$ cat config.mk
export PLATFORM = sky130hd
export DESIGN_NAME = table_driven_fsm_engine
export DESIGN_NICKNAME = d
export VERILOG_FILES = /design/src/rtl/tdfe_pkg.sv /design/src/rtl/tdfe_regs.sv /design/src/rtl/tdfe_ctrl.sv /design/src/rtl/tdfe_dp.sv /design/src/rtl/table_driven_fsm_engine.sv
export SDC_FILE = /design/constraint.sdc
export NUM_CORES = 2
export LEC_CHECK = 0
export BUFFER_PORTS_ARGS = -buffer_cell sky130_fd_sc_hd__buf_2
export CORE_ASPECT_RATIO = 0.7
export CORE_UTILIZATION = 41
export CTS_BUF_LIST = sky130_fd_sc_hd__clkbuf_16
export DETAILED_ROUTE_END_ITERATION = 12
export SETUP_SLACK_MARGIN = 0.02
export SLEW_MARGIN = 20
export SYNTH_ARGS = -nofsm -noshare
export SYNTH_HDL_FRONTEND = slang
export SYNTH_HIERARCHICAL = 1
export SYNTH_SLANG_ARGS = --single-unit
$ cat constraint.sdc
create_clock -name clk -period 6.6 [get_ports clk]
set_input_delay 1.32 -clock clk [delete_from_list [all_inputs] [get_ports clk]]
set_output_delay 1.32 -clock clk [all_outputs]
set_load 0.01 [all_outputs]
$ cat src/rtl/tdfe_pkg.sv
`timescale 1ns / 1ps
// ----------------------------------------------------------------------------
// tdfe_pkg
// Shared constants, command codes, register map and types of the
// table-driven state machine engine.
// ----------------------------------------------------------------------------
package tdfe_pkg;

	localparam int INSTANCES   = 3;
	localparam int ENTRIES     = 16;
	localparam int STATE_BITS  = 8;
	localparam int OP_W        = 8;
	localparam int CNT_W       = 5;
	localparam int INST_W      = 2;
	localparam int SLOT_W      = 4;
	localparam int IDX_W       = (ENTRIES > 1) ? $clog2(ENTRIES) : 1;
	localparam int DEPTH       = INSTANCES * ENTRIES;
	localparam int ADDR_W      = (DEPTH > 1) ? $clog2(DEPTH) : 1;
	localparam int PADDR_W     = 5;
	localparam int PDATA_W     = 32;

	// command codes
	localparam logic [1:0] CMD_LOAD  = 2'd0;
	localparam logic [1:0] CMD_EVENT = 2'd1;
	localparam logic [1:0] CMD_FORCE = 2'd2;
	localparam logic [1:0] CMD_JUMP  = 2'd3;

	// register indexes (byte address = 4 * index)
	localparam logic [2:0] REG_CNT0    = 3'd0;
	localparam logic [2:0] REG_CNT1    = 3'd1;
	localparam logic [2:0] REG_CNT2    = 3'd2;
	localparam logic [2:0] REG_MASK    = 3'd3;
	localparam logic [2:0] REG_INIT_OP = 3'd4;

	typedef struct packed {
		logic                  act;
		logic [STATE_BITS-1:0] to;
		logic [OP_W-1:0]       op;
		logic [STATE_BITS-1:0] from;
	} entry_t;

	typedef struct packed {
		logic [INSTANCES-1:0][CNT_W-1:0] entries_used;
		logic [INSTANCES-1:0]            notify_mask;
		logic [OP_W-1:0]                 init_op;
	} cfg_t;

	typedef struct packed {
		logic [1:0]        command;
		logic [INST_W-1:0] inst;
		logic [SLOT_W-1:0] slot;
		logic [7:0]        key_state;
		logic [OP_W-1:0]   operation;
		logic [7:0]        to_state;
		logic              has_action;
	} item_t;

	typedef struct packed {
		logic              matched;
		logic [INST_W-1:0] inst;
		logic [7:0]        prior_state;
		logic [7:0]        present_state;
		logic [OP_W-1:0]   last_operation;
		logic              public_notify;
		logic              action_notify;
		logic [7:0]        action_from;
		logic [7:0]        action_to;
	} res_t;

	typedef struct packed {
		logic load_item;
		logic scan_en;
		logic commit;
	} ctrl_cmd_t;

	typedef struct packed {
		logic done;
	} dp_stat_t;

endpackage

$ cat src/rtl/tdfe_regs.sv
`timescale 1ns / 1ps
// ----------------------------------------------------------------------------
// tdfe_regs
// Configuration register file behind the APB-style port.
// ----------------------------------------------------------------------------
module tdfe_regs (
	input  logic                             clk,
	input  logic                             arst_n,
	input  logic                             psel,
	input  logic                             penable,
	input  logic                             pwrite,
	input  logic [tdfe_pkg::PADDR_W-1:0]     paddr,
	input  logic [tdfe_pkg::PDATA_W-1:0]     pwdata,
	output logic [tdfe_pkg::PDATA_W-1:0]     prdata,
	output logic                             pready,
	output tdfe_pkg::cfg_t                   cfg
);

	tdfe_pkg::cfg_t cfg_q;
	logic [2:0]     idx;
	logic           wr;

	assign idx    = paddr[4:2];
	assign wr     = psel && penable && pwrite;
	assign pready = 1'b1;
	assign cfg    = cfg_q;

	always_ff @(posedge clk or negedge arst_n) begin
		if (!arst_n) begin
			cfg_q <= '0;
		end else if (wr) begin
			case (idx)
				tdfe_pkg::REG_CNT0:    cfg_q.entries_used[0] <= pwdata[tdfe_pkg::CNT_W-1:0];
				tdfe_pkg::REG_CNT1:    cfg_q.entries_used[1] <= pwdata[tdfe_pkg::CNT_W-1:0];
				tdfe_pkg::REG_CNT2:    cfg_q.entries_used[2] <= pwdata[tdfe_pkg::CNT_W-1:0];
				tdfe_pkg::REG_MASK:    cfg_q.notify_mask <= pwdata[tdfe_pkg::INSTANCES-1:0];
				tdfe_pkg::REG_INIT_OP: cfg_q.init_op <= pwdata[tdfe_pkg::OP_W-1:0];
				default: ;
			endcase
		end
	end

	always_comb begin
		prdata = '0;
		case (idx)
			tdfe_pkg::REG_CNT0:    prdata[tdfe_pkg::CNT_W-1:0] = cfg_q.entries_used[0];
			tdfe_pkg::REG_CNT1:    prdata[tdfe_pkg::CNT_W-1:0] = cfg_q.entries_used[1];
			tdfe_pkg::REG_CNT2:    prdata[tdfe_pkg::CNT_W-1:0] = cfg_q.entries_used[2];
			tdfe_pkg::REG_MASK:    prdata[tdfe_pkg::INSTANCES-1:0] = cfg_q.notify_mask;
			tdfe_pkg::REG_INIT_OP: prdata[tdfe_pkg::OP_W-1:0] = cfg_q.init_op;
			default: ;
		endcase
	end

endmodule

$ cat src/rtl/tdfe_ctrl.sv
`timescale 1ns / 1ps
// ----------------------------------------------------------------------------
// tdfe_ctrl
// Sequencer: takes one beat, runs the table scan, hands the result to the
// output register when it is free.
// ----------------------------------------------------------------------------
module tdfe_ctrl (
	input  logic                  clk,
	input  logic                  arst_n,
	input  logic                  s_tvalid,
	output logic                  s_tready,
	output logic                  m_tvalid,
	input  logic                  m_tready,
	input  tdfe_pkg::dp_stat_t    stat,
	output tdfe_pkg::ctrl_cmd_t   cmd
);

	localparam logic ST_IDLE = 1'b0;
	localparam logic ST_BUSY = 1'b1;

	logic state_q;
	logic m_tvalid_q;
	logic out_free;

	assign out_free = !m_tvalid_q || m_tready;
	assign s_tready = (state_q == ST_IDLE);
	assign m_tvalid = m_tvalid_q;

	always_comb begin
		cmd.load_item = (state_q == ST_IDLE) && s_tvalid;
		cmd.scan_en   = (state_q == ST_BUSY) && !stat.done;
		cmd.commit    = (state_q == ST_BUSY) && stat.done && out_free;
	end

	always_ff @(posedge clk or negedge arst_n) begin
		if (!arst_n) begin
			state_q    <= ST_IDLE;
			m_tvalid_q <= 1'b0;
		end else begin
			case (state_q)
				ST_IDLE: begin
					if (s_tvalid) state_q <= ST_BUSY;
				end
				ST_BUSY: begin
					if (cmd.commit) state_q <= ST_IDLE;
				end
				default: state_q <= ST_IDLE;
			endcase
			if (cmd.commit) m_tvalid_q <= 1'b1;
			else if (m_tready) m_tvalid_q <= 1'b0;
		end
	end

endmodule

$ cat src/rtl/tdfe_dp.sv
`timescale 1ns / 1ps
// ----------------------------------------------------------------------------
// tdfe_dp
// Datapath: transition table memory, per-instance state registers, scan
// counter and compare, result register.
// ----------------------------------------------------------------------------
module tdfe_dp (
	input  logic                  clk,
	input  logic                  arst_n,
	input  tdfe_pkg::item_t       item,
	input  tdfe_pkg::cfg_t        cfg,
	input  tdfe_pkg::ctrl_cmd_t   cmd,
	output tdfe_pkg::dp_stat_t    stat,
	output tdfe_pkg::res_t        res
);

	localparam int SB = tdfe_pkg::STATE_BITS;

	tdfe_pkg::entry_t mem [tdfe_pkg::DEPTH];

	logic [tdfe_pkg::INSTANCES-1:0][SB-1:0]             prev_q, cur_q;
	logic [tdfe_pkg::INSTANCES-1:0][tdfe_pkg::OP_W-1:0] rop_q;

	logic [1:0]                  cmd_q;
	logic [tdfe_pkg::INST_W-1:0] inst_q;
	logic [tdfe_pkg::SLOT_W-1:0] slot_q;
	logic [SB-1:0]               key_q, to_q, lookup_q;
	logic [tdfe_pkg::OP_W-1:0]   op_q;
	logic                        act_q;
	logic [tdfe_pkg::CNT_W-1:0]  n_q, idx_q;
	logic                        issue_s1;
	tdfe_pkg::entry_t            rd_s1;
	tdfe_pkg::res_t              res_q;

	logic                        in_ok, inst_ok, slot_ok, need_scan, hit, exhausted;
	logic [tdfe_pkg::CNT_W-1:0]  cnt_in;
	logic [tdfe_pkg::ADDR_W-1:0] rd_addr, wr_addr;
	logic                        wr_en;
	logic [SB-1:0]               prev_old, cur_old, prev_n, cur_n;
	logic [tdfe_pkg::OP_W-1:0]   rop_old, rop_n;
	tdfe_pkg::res_t              res_n;

	assign in_ok   = 32'(item.inst) < tdfe_pkg::INSTANCES;
	assign inst_ok = 32'(inst_q) < tdfe_pkg::INSTANCES;
	assign slot_ok = 32'(slot_q) < tdfe_pkg::ENTRIES;
	assign cnt_in  = in_ok ? cfg.entries_used[item.inst] : '0;

	// capture the item; events look up with the current state as key
	always_ff @(posedge clk) begin
		if (cmd.load_item) begin
			cmd_q  <= item.command;
			inst_q <= item.inst;
			slot_q <= item.slot;
			key_q  <= item.key_state[SB-1:0];
			to_q   <= item.to_state[SB-1:0];
			op_q   <= item.operation;
			act_q  <= item.has_action;
			n_q    <= (32'(cnt_in) > tdfe_pkg::ENTRIES) ?
			          tdfe_pkg::CNT_W'(tdfe_pkg::ENTRIES) : cnt_in;
			if (item.command == tdfe_pkg::CMD_EVENT && in_ok)
				lookup_q <= cur_q[item.inst];
			else
				lookup_q <= item.key_state[SB-1:0];
		end
	end

	// scan: one table read issued per cycle, compared in the cycle after
	always_ff @(posedge clk or negedge arst_n) begin
		if (!arst_n) begin
			idx_q    <= '0;
			issue_s1 <= 1'b0;
		end else if (cmd.load_item) begin
			idx_q    <= '0;
			issue_s1 <= 1'b0;
		end else if (cmd.scan_en) begin
			issue_s1 <= (idx_q < n_q);
			if (idx_q < n_q) idx_q <= idx_q + 1'b1;
		end
	end

	assign rd_addr = tdfe_pkg::ADDR_W'(32'(inst_q) * tdfe_pkg::ENTRIES
	                                   + 32'(idx_q[tdfe_pkg::IDX_W-1:0]));
	assign wr_addr = tdfe_pkg::ADDR_W'(32'(inst_q) * tdfe_pkg::ENTRIES
	                                   + 32'(slot_q[tdfe_pkg::IDX_W-1:0]));

	always_ff @(posedge clk) begin
		if (cmd.scan_en) rd_s1 <= mem[rd_addr];
	end

	always_ff @(posedge clk) begin
		if (wr_en) mem[wr_addr] <= '{act: act_q, to: to_q, op: op_q, from: key_q};
	end

	assign hit       = issue_s1 && rd_s1.from == lookup_q && rd_s1.op == op_q;
	assign exhausted = !issue_s1 && idx_q >= n_q;
	assign need_scan = inst_ok && (cmd_q == tdfe_pkg::CMD_EVENT || cmd_q == tdfe_pkg::CMD_JUMP);
	assign stat.done = !need_scan || hit || exhausted;

	always_comb begin
		prev_old = inst_ok ? prev_q[inst_q] : '0;
		cur_old  = inst_ok ? cur_q[inst_q]  : '0;
		rop_old  = inst_ok ? rop_q[inst_q]  : '0;
		prev_n   = prev_old;
		cur_n    = cur_old;
		rop_n    = rop_old;
		wr_en    = 1'b0;
		res_n    = '0;
		if (inst_ok) begin
			case (cmd_q)
				tdfe_pkg::CMD_LOAD: begin
					wr_en         = cmd.commit && slot_ok;
					res_n.matched = slot_ok;
				end
				tdfe_pkg::CMD_EVENT: begin
					if (hit) begin
						prev_n              = cur_old;
						cur_n               = rd_s1.to;
						rop_n               = op_q;
						res_n.matched       = 1'b1;
						res_n.public_notify = cfg.notify_mask[inst_q];
					end
				end
				tdfe_pkg::CMD_FORCE: begin
					prev_n              = cur_old;
					cur_n               = key_q;
					rop_n               = op_q;
					res_n.matched       = 1'b1;
					res_n.public_notify = cfg.notify_mask[inst_q];
				end
				default: begin
					// jump: no common handler, recorded op untouched
					if (hit) begin
						prev_n        = rd_s1.from;
						cur_n         = rd_s1.to;
						res_n.matched = 1'b1;
					end
				end
			endcase
			if (hit && rd_s1.act && cmd_q != tdfe_pkg::CMD_LOAD
			    && cmd_q != tdfe_pkg::CMD_FORCE) begin
				res_n.action_notify = 1'b1;
				res_n.action_from   = 8'(rd_s1.from);
				res_n.action_to     = 8'(rd_s1.to);
			end
		end
		res_n.inst           = inst_q;
		res_n.prior_state    = 8'(prev_n);
		res_n.present_state  = 8'(cur_n);
		res_n.last_operation = rop_n;
	end

	always_ff @(posedge clk or negedge arst_n) begin
		if (!arst_n) begin
			prev_q <= '0;
			cur_q  <= '0;
			rop_q  <= '0;
		end else if (cmd.commit && inst_ok) begin
			prev_q[inst_q] <= prev_n;
			cur_q[inst_q]  <= cur_n;
			rop_q[inst_q]  <= rop_n;
		end
	end

	always_ff @(posedge clk) begin
		if (cmd.commit) res_q <= res_n;
	end

	assign res = res_q;

endmodule

$ cat src/rtl/table_driven_fsm_engine.sv
`timescale 1ns / 1ps
// ----------------------------------------------------------------------------
// table_driven_fsm_engine
// Programmable engine for three table-driven state machines.
// ----------------------------------------------------------------------------
// One beat is in flight at a time and every beat returns one result beat.
// Load and force commands commit without a table scan.
// Event and jump commands scan the instance's used table slots in order
// through the single read port of the table memory, one slot per cycle,
// registering each read before the compare, and stop at the first hit or
// after the last used slot (at most 16). A result waiting in the output
// register stalls only the completion of the next beat, not its acceptance.
// The table has no reset value; slots must be loaded before an event or
// jump reads them.
module table_driven_fsm_engine (
	input  logic        clk,
	input  logic        arst_n,
	// APB-style configuration port
	input  logic        psel,
	input  logic        penable,
	input  logic        pwrite,
	input  logic [4:0]  paddr,
	input  logic [31:0] pwdata,
	output logic [31:0] prdata,
	output logic        pready,
	// command stream
	input  logic        s_tvalid,
	output logic        s_tready,
	// instance_req[1:0], entry_slot[5:2], key_state[13:6], operation[21:14],
	// to_state[29:22], has_action[30], zero[31]
	input  logic [31:0] s_tdata,
	// command[1:0]
	input  logic [1:0]  s_tuser,
	// result stream
	output logic        m_tvalid,
	input  logic        m_tready,
	// matched[0], instance_out[2:1], prior_state[10:3], present_state[18:11],
	// last_operation[26:19], public_notify[27], action_notify[28],
	// action_from[36:29], action_to[44:37], zero[47:45]
	output logic [47:0] m_tdata
);

	tdfe_pkg::cfg_t      cfg;
	tdfe_pkg::item_t     item;
	tdfe_pkg::res_t      res;
	tdfe_pkg::ctrl_cmd_t cmd;
	tdfe_pkg::dp_stat_t  stat;

	always_comb begin
		item.command    = s_tuser;
		item.inst       = s_tdata[1:0];
		item.slot       = s_tdata[5:2];
		item.key_state  = s_tdata[13:6];
		item.operation  = s_tdata[21:14];
		item.to_state   = s_tdata[29:22];
		item.has_action = s_tdata[30];
	end

	assign m_tdata = {3'b000, res.action_to, res.action_from, res.action_notify,
	                  res.public_notify, res.last_operation, res.present_state,
	                  res.prior_state, res.inst, res.matched};

	tdfe_regs u_regs (
		.clk     (clk),
		.arst_n  (arst_n),
		.psel    (psel),
		.penable (penable),
		.pwrite  (pwrite),
		.paddr   (paddr),
		.pwdata  (pwdata),
		.prdata  (prdata),
		.pready  (pready),
		.cfg     (cfg)
	);

	tdfe_ctrl u_ctrl (
		.clk      (clk),
		.arst_n   (arst_n),
		.s_tvalid (s_tvalid),
		.s_tready (s_tready),
		.m_tvalid (m_tvalid),
		.m_tready (m_tready),
		.stat     (stat),
		.cmd      (cmd)
	);

	tdfe_dp u_dp (
		.clk    (clk),
		.arst_n (arst_n),
		.item   (item),
		.cfg    (cfg),
		.cmd    (cmd),
		.stat   (stat),
		.res    (res)
	);

endmodule

==> out/results.txt <==
The startpoint identified for the worst hold timing path is u_dp/rop_q[17]. The total number of vias is 27300, and the count of final max-slew check failures is 0. For this design the static power due to leakage is 20.2 nW. STA puts the critical path data required time at 7.05 ns. The tools report the total placed instance area as 0.0589 sq mm.

At the end of routability-driven placement, the weighted congestion stood at 0.825. The routed wire length per instance was 27.8 um. The average footprint of a synthesized cell was 20.9 sq um; the share of the clock period used by the worst path was 82.4%. End of the critical path: u_dp/mem[18][20]. The number of buffers inserted by hold repair at cts is 0. Prior to clock tree synthesis, the placed netlist has a worst setup slack of 1.32 ns. Entering global routing, the biggest net connects 120 pins. The tools report the final setup violation count as 0. The cell count after synthesis came out at 2663.

In this run, placement finished with an instance count of 4486. The reg-to-reg critical path endpoint is u_dp/mem[18][20]. Counting flops with a built-in enable in the synthesized netlist gives 1316. Worst min-delay path class: flop to flop. The relative contribution of the clock network to total power came out at 32.8%. In this run the remaining antenna-violating nets after routing total 0. Iteration count of the initial detailed-routing pass: 5. TritonCTS built the clock tree. The logs give 1422 for the count of clock tree sinks and 41.6% for the starting utilization of the core area. After the first detailed-routing iteration, the DRC count stood at 3107. The floorplan step defined a die boundary enclosing 0.137 sq mm.

The area of the mapped netlist was 0.0558 sq mm; the number of placed I/O pins was 161. At the worst endpoint, the arrival time is 5.88 ns. Sequential cells account for 47.6% of the total power.

After clock tree synthesis, the clock-pin slew on the worst setup and hold paths is 0.06 ns. The logs give 132000 um for the routed wire length and 0 for the global route total overflow. In this run the register-to-register setup slack is 1.16 ns. The number of rows in the core area is 112, and the half-perimeter wire length after detailed placement is 78000 um.

Dividing the detail-routed via count by the number of cells gives 5.77. The tightest hold path in the finished design has a slack of 0.490 ns. The total area of multi-input combinational cells is 0.0131 sq mm. Startpoint type of the worst setup path: a flop. In the final design database the tool counted 2952 nets. For this run, design rule violations remaining after detail routing come to 0. For the final count of hold timing violations, the log shows 0.

The post-route worst setup slack is 1.16 ns, and the instance count along the most critical hold path is 1. Cells fill 47.3% of the core in the end. The clock latency on the worst-skew pair came out at 0.76 ns.

The growth of design area from synthesis to finish was 13.8%. The area of the core was 0.134 sq mm; the count of port buffers added during placement was 105. The highest clock frequency the design can meet was 0.184 GHz; the portion of the post-synthesis area used by sequential elements was 75.6%. The run gives 4 as the depth of the CTS H-tree. For this run, the total global-route usage over all layers was measured as 19.3%. The proportion of layout cells with a drive suffix above 1 works out to 29.3%. The post-synthesis async set-or-reset flop share was 7.45%; the initial antenna violation count was 9. In this run the clock root is driven by a clkbuf_16. Path type of the worst setup path: flop to flop. The longest clock path from root to sink contains 3 buffers. The total of max-cap violations came out at 0. The analysis attributes to net switching a power of 6.17 mW. The final worst clock skew is 0.0232 ns, and the number of library cell types mapped by synthesis is 54.

The top cell types in the final layout, fill and taps aside, are 1316 x edfxtp_1, 375 x mux4_2, 139 x clkbuf_16. Post-route setup TNS: 0 ns. The top flip-flop cell by instance count after synthesis was edfxtp_1. Die outline height: 311 um.

The part of the total power dissipated in combinational logic was 19.6%. The internal power of the cells totals 16.9 mW. Setup repair after global routing left no endpoint under its margin. The first global-routing pass estimated 192000 um of wire. The biggest fanout along the worst timing path was 50. In this run the tightest slew margin relative to its limit is 34.6%. The tools report the launch instance of the worst register-to-register path as u_dp/op_q[6]. The worst register-to-register path has a depth of 14. The finished layout holds 4740 standard cells, fillers aside. Fill cells in the final layout number 10700. The number of clock buffers added by TritonCTS is 134. The tools report the area occupied by registers as 0.0422 sq mm. The worst-margin pin slew works out to 0.975 ns. The fraction of power spent switching nets works out to 26.8%. The horizontal die dimension was 443 um. The post-layout instance area came out at 0.0634 sq mm.

The via count of the first global-routing pass came out at 27700. The number of instances resized during post-cts repair was 0. Buffer count from post-CTS setup fixing: 0.

The ratio of total power to cell area was 363 mW/mm^2; the maximum vdd drop was 0.298 mV. The smallest clock period supported by the final layout is computed as 5.44 ns. The most common cell after layout, fill and taps aside was edfxtp_1.

The Yosys step of the flow raised 6 warnings. For the total power draw, the log shows 23.0 mW. The run finished with clean final reports. The number of synthesized register bits is 1422. The worst setup path is captured at a flop. The critical path starts at u_dp/op_q[6].
## power groups by stage
stage / logic (mW) / registers, mW / clock network (mW)
finish: 4.51 / 11.0 / 7.57
global route: 4.85 / 11.0 / 8.06
CTS: 4.56 / 11.0 / 7.71
detailed placement: 4.55 / 11.1 / 0
global placement: 4.43 / 11.1 / 0
floorplan: 3.02 / 11.2 / 0
## cell families (layout without fill, tap and decap cells)
| family | count (synthesis) | after routing | share of synthesized area (%) |
|---|---|---|---|
| compound gates | 233 | 233 | 2.56 |
| mux | 471 | 471 | 16.9 |
| simple gates | 321 | 321 | 2.70 |
| other cells | 3 | 31 | 0.0202 |
| flops | 1422 | 1422 | 75.6 |
| xor+xnor | 16 | 16 | 0.251 |
| buf+inv | 186 | 468 | 1.65 |
| fa+ha+maj | 11 | 11 | 0.247 |
## final cells by class
class / count / area share (%)
repair buffers: 210 / 2.43
diodes: 3 / 0.0118
multi-input cells: 1080 / 20.7
clock buffers: 139 / 5.48
well taps: 1767 / 3.49
clock inverters: 104 / 1.26
inverters: 15 / 0.0888
flip-flops and latches: 1422 / 66.5
## flip-flops by register name, indices dropped and copies added (netlist names), 24 cells and up
name / flops
u_dp/cur_q: 24
u_dp/mem: 1200
u_dp/prev_q: 24
u_dp/rd_s1: 25
u_dp/res: 45
u_dp/rop_q: 24
u_regs/cfg: 26
## worst min path at each step
| stage | end | slack, ns |
|---|---|---|
| after floorplan | u_dp/res[43] | 0.42 |
| after global placement | u_dp/rop_q[13] | 0.47 |
| after detailed placement | u_dp/rop_q[17] | 0.47 |
| after CTS | u_dp/rop_q[17] | 0.49 |
| after global routing | u_dp/rop_q[5] | 0.50 |
| final | u_dp/rop_q[17] | 0.49 |
## worst max-delay path, cell delays in order, from the launching register on
cell and delay, ns:
edfxtp_1 0.37, buf_4 0.28, xnor2_1 0.55, nand4_1 0.45, nor2_1 0.21, buf_4 0.22
and2_1 0.20, or3_1 0.22, nand2_1 0.14, nor2b_4 0.50, nand2_1 0.11, nor2_1 0.29
nand2_1 0.49, nor2_4 0.76, buf_4 0.32
## synth_stat cells, drive strengths merged (7+ instances only)
library cell / instances / area [sq um]
a21oi: 75 / 379
a211oi: 9 / 67.6
mux4: 375 / 8450
inv: 15 / 56.3
nor2: 150 / 563
edfxtp: 1316 / 39500
dfrtp: 106 / 2650
and2: 30 / 188
a31oi: 34 / 213
mux2i: 64 / 641
o22ai: 8 / 50.1
clkbuf: 78 / 297
and3: 8 / 50.1
o2bb2ai: 32 / 280
o21ai: 56 / 280
ha: 11 / 138
xor2: 11 / 96.3
or3: 7 / 43.8
mux2: 32 / 360
nor2b: 10 / 62.6
buf: 93 / 567
and4: 8 / 70.1
nand2: 78 / 293
nand3: 9 / 45.0
## per-layer routing
metal	vias to the layer above	track usage [%]	part of all wire, %
met5	-	0	0.017
met2	1166	28.3	45
met4	4	4.93	1.7
li1	11300	-	-
met3	158	4.03	7.9
met1	14700	29.3	45
Power figures use the tool's default switching activity.
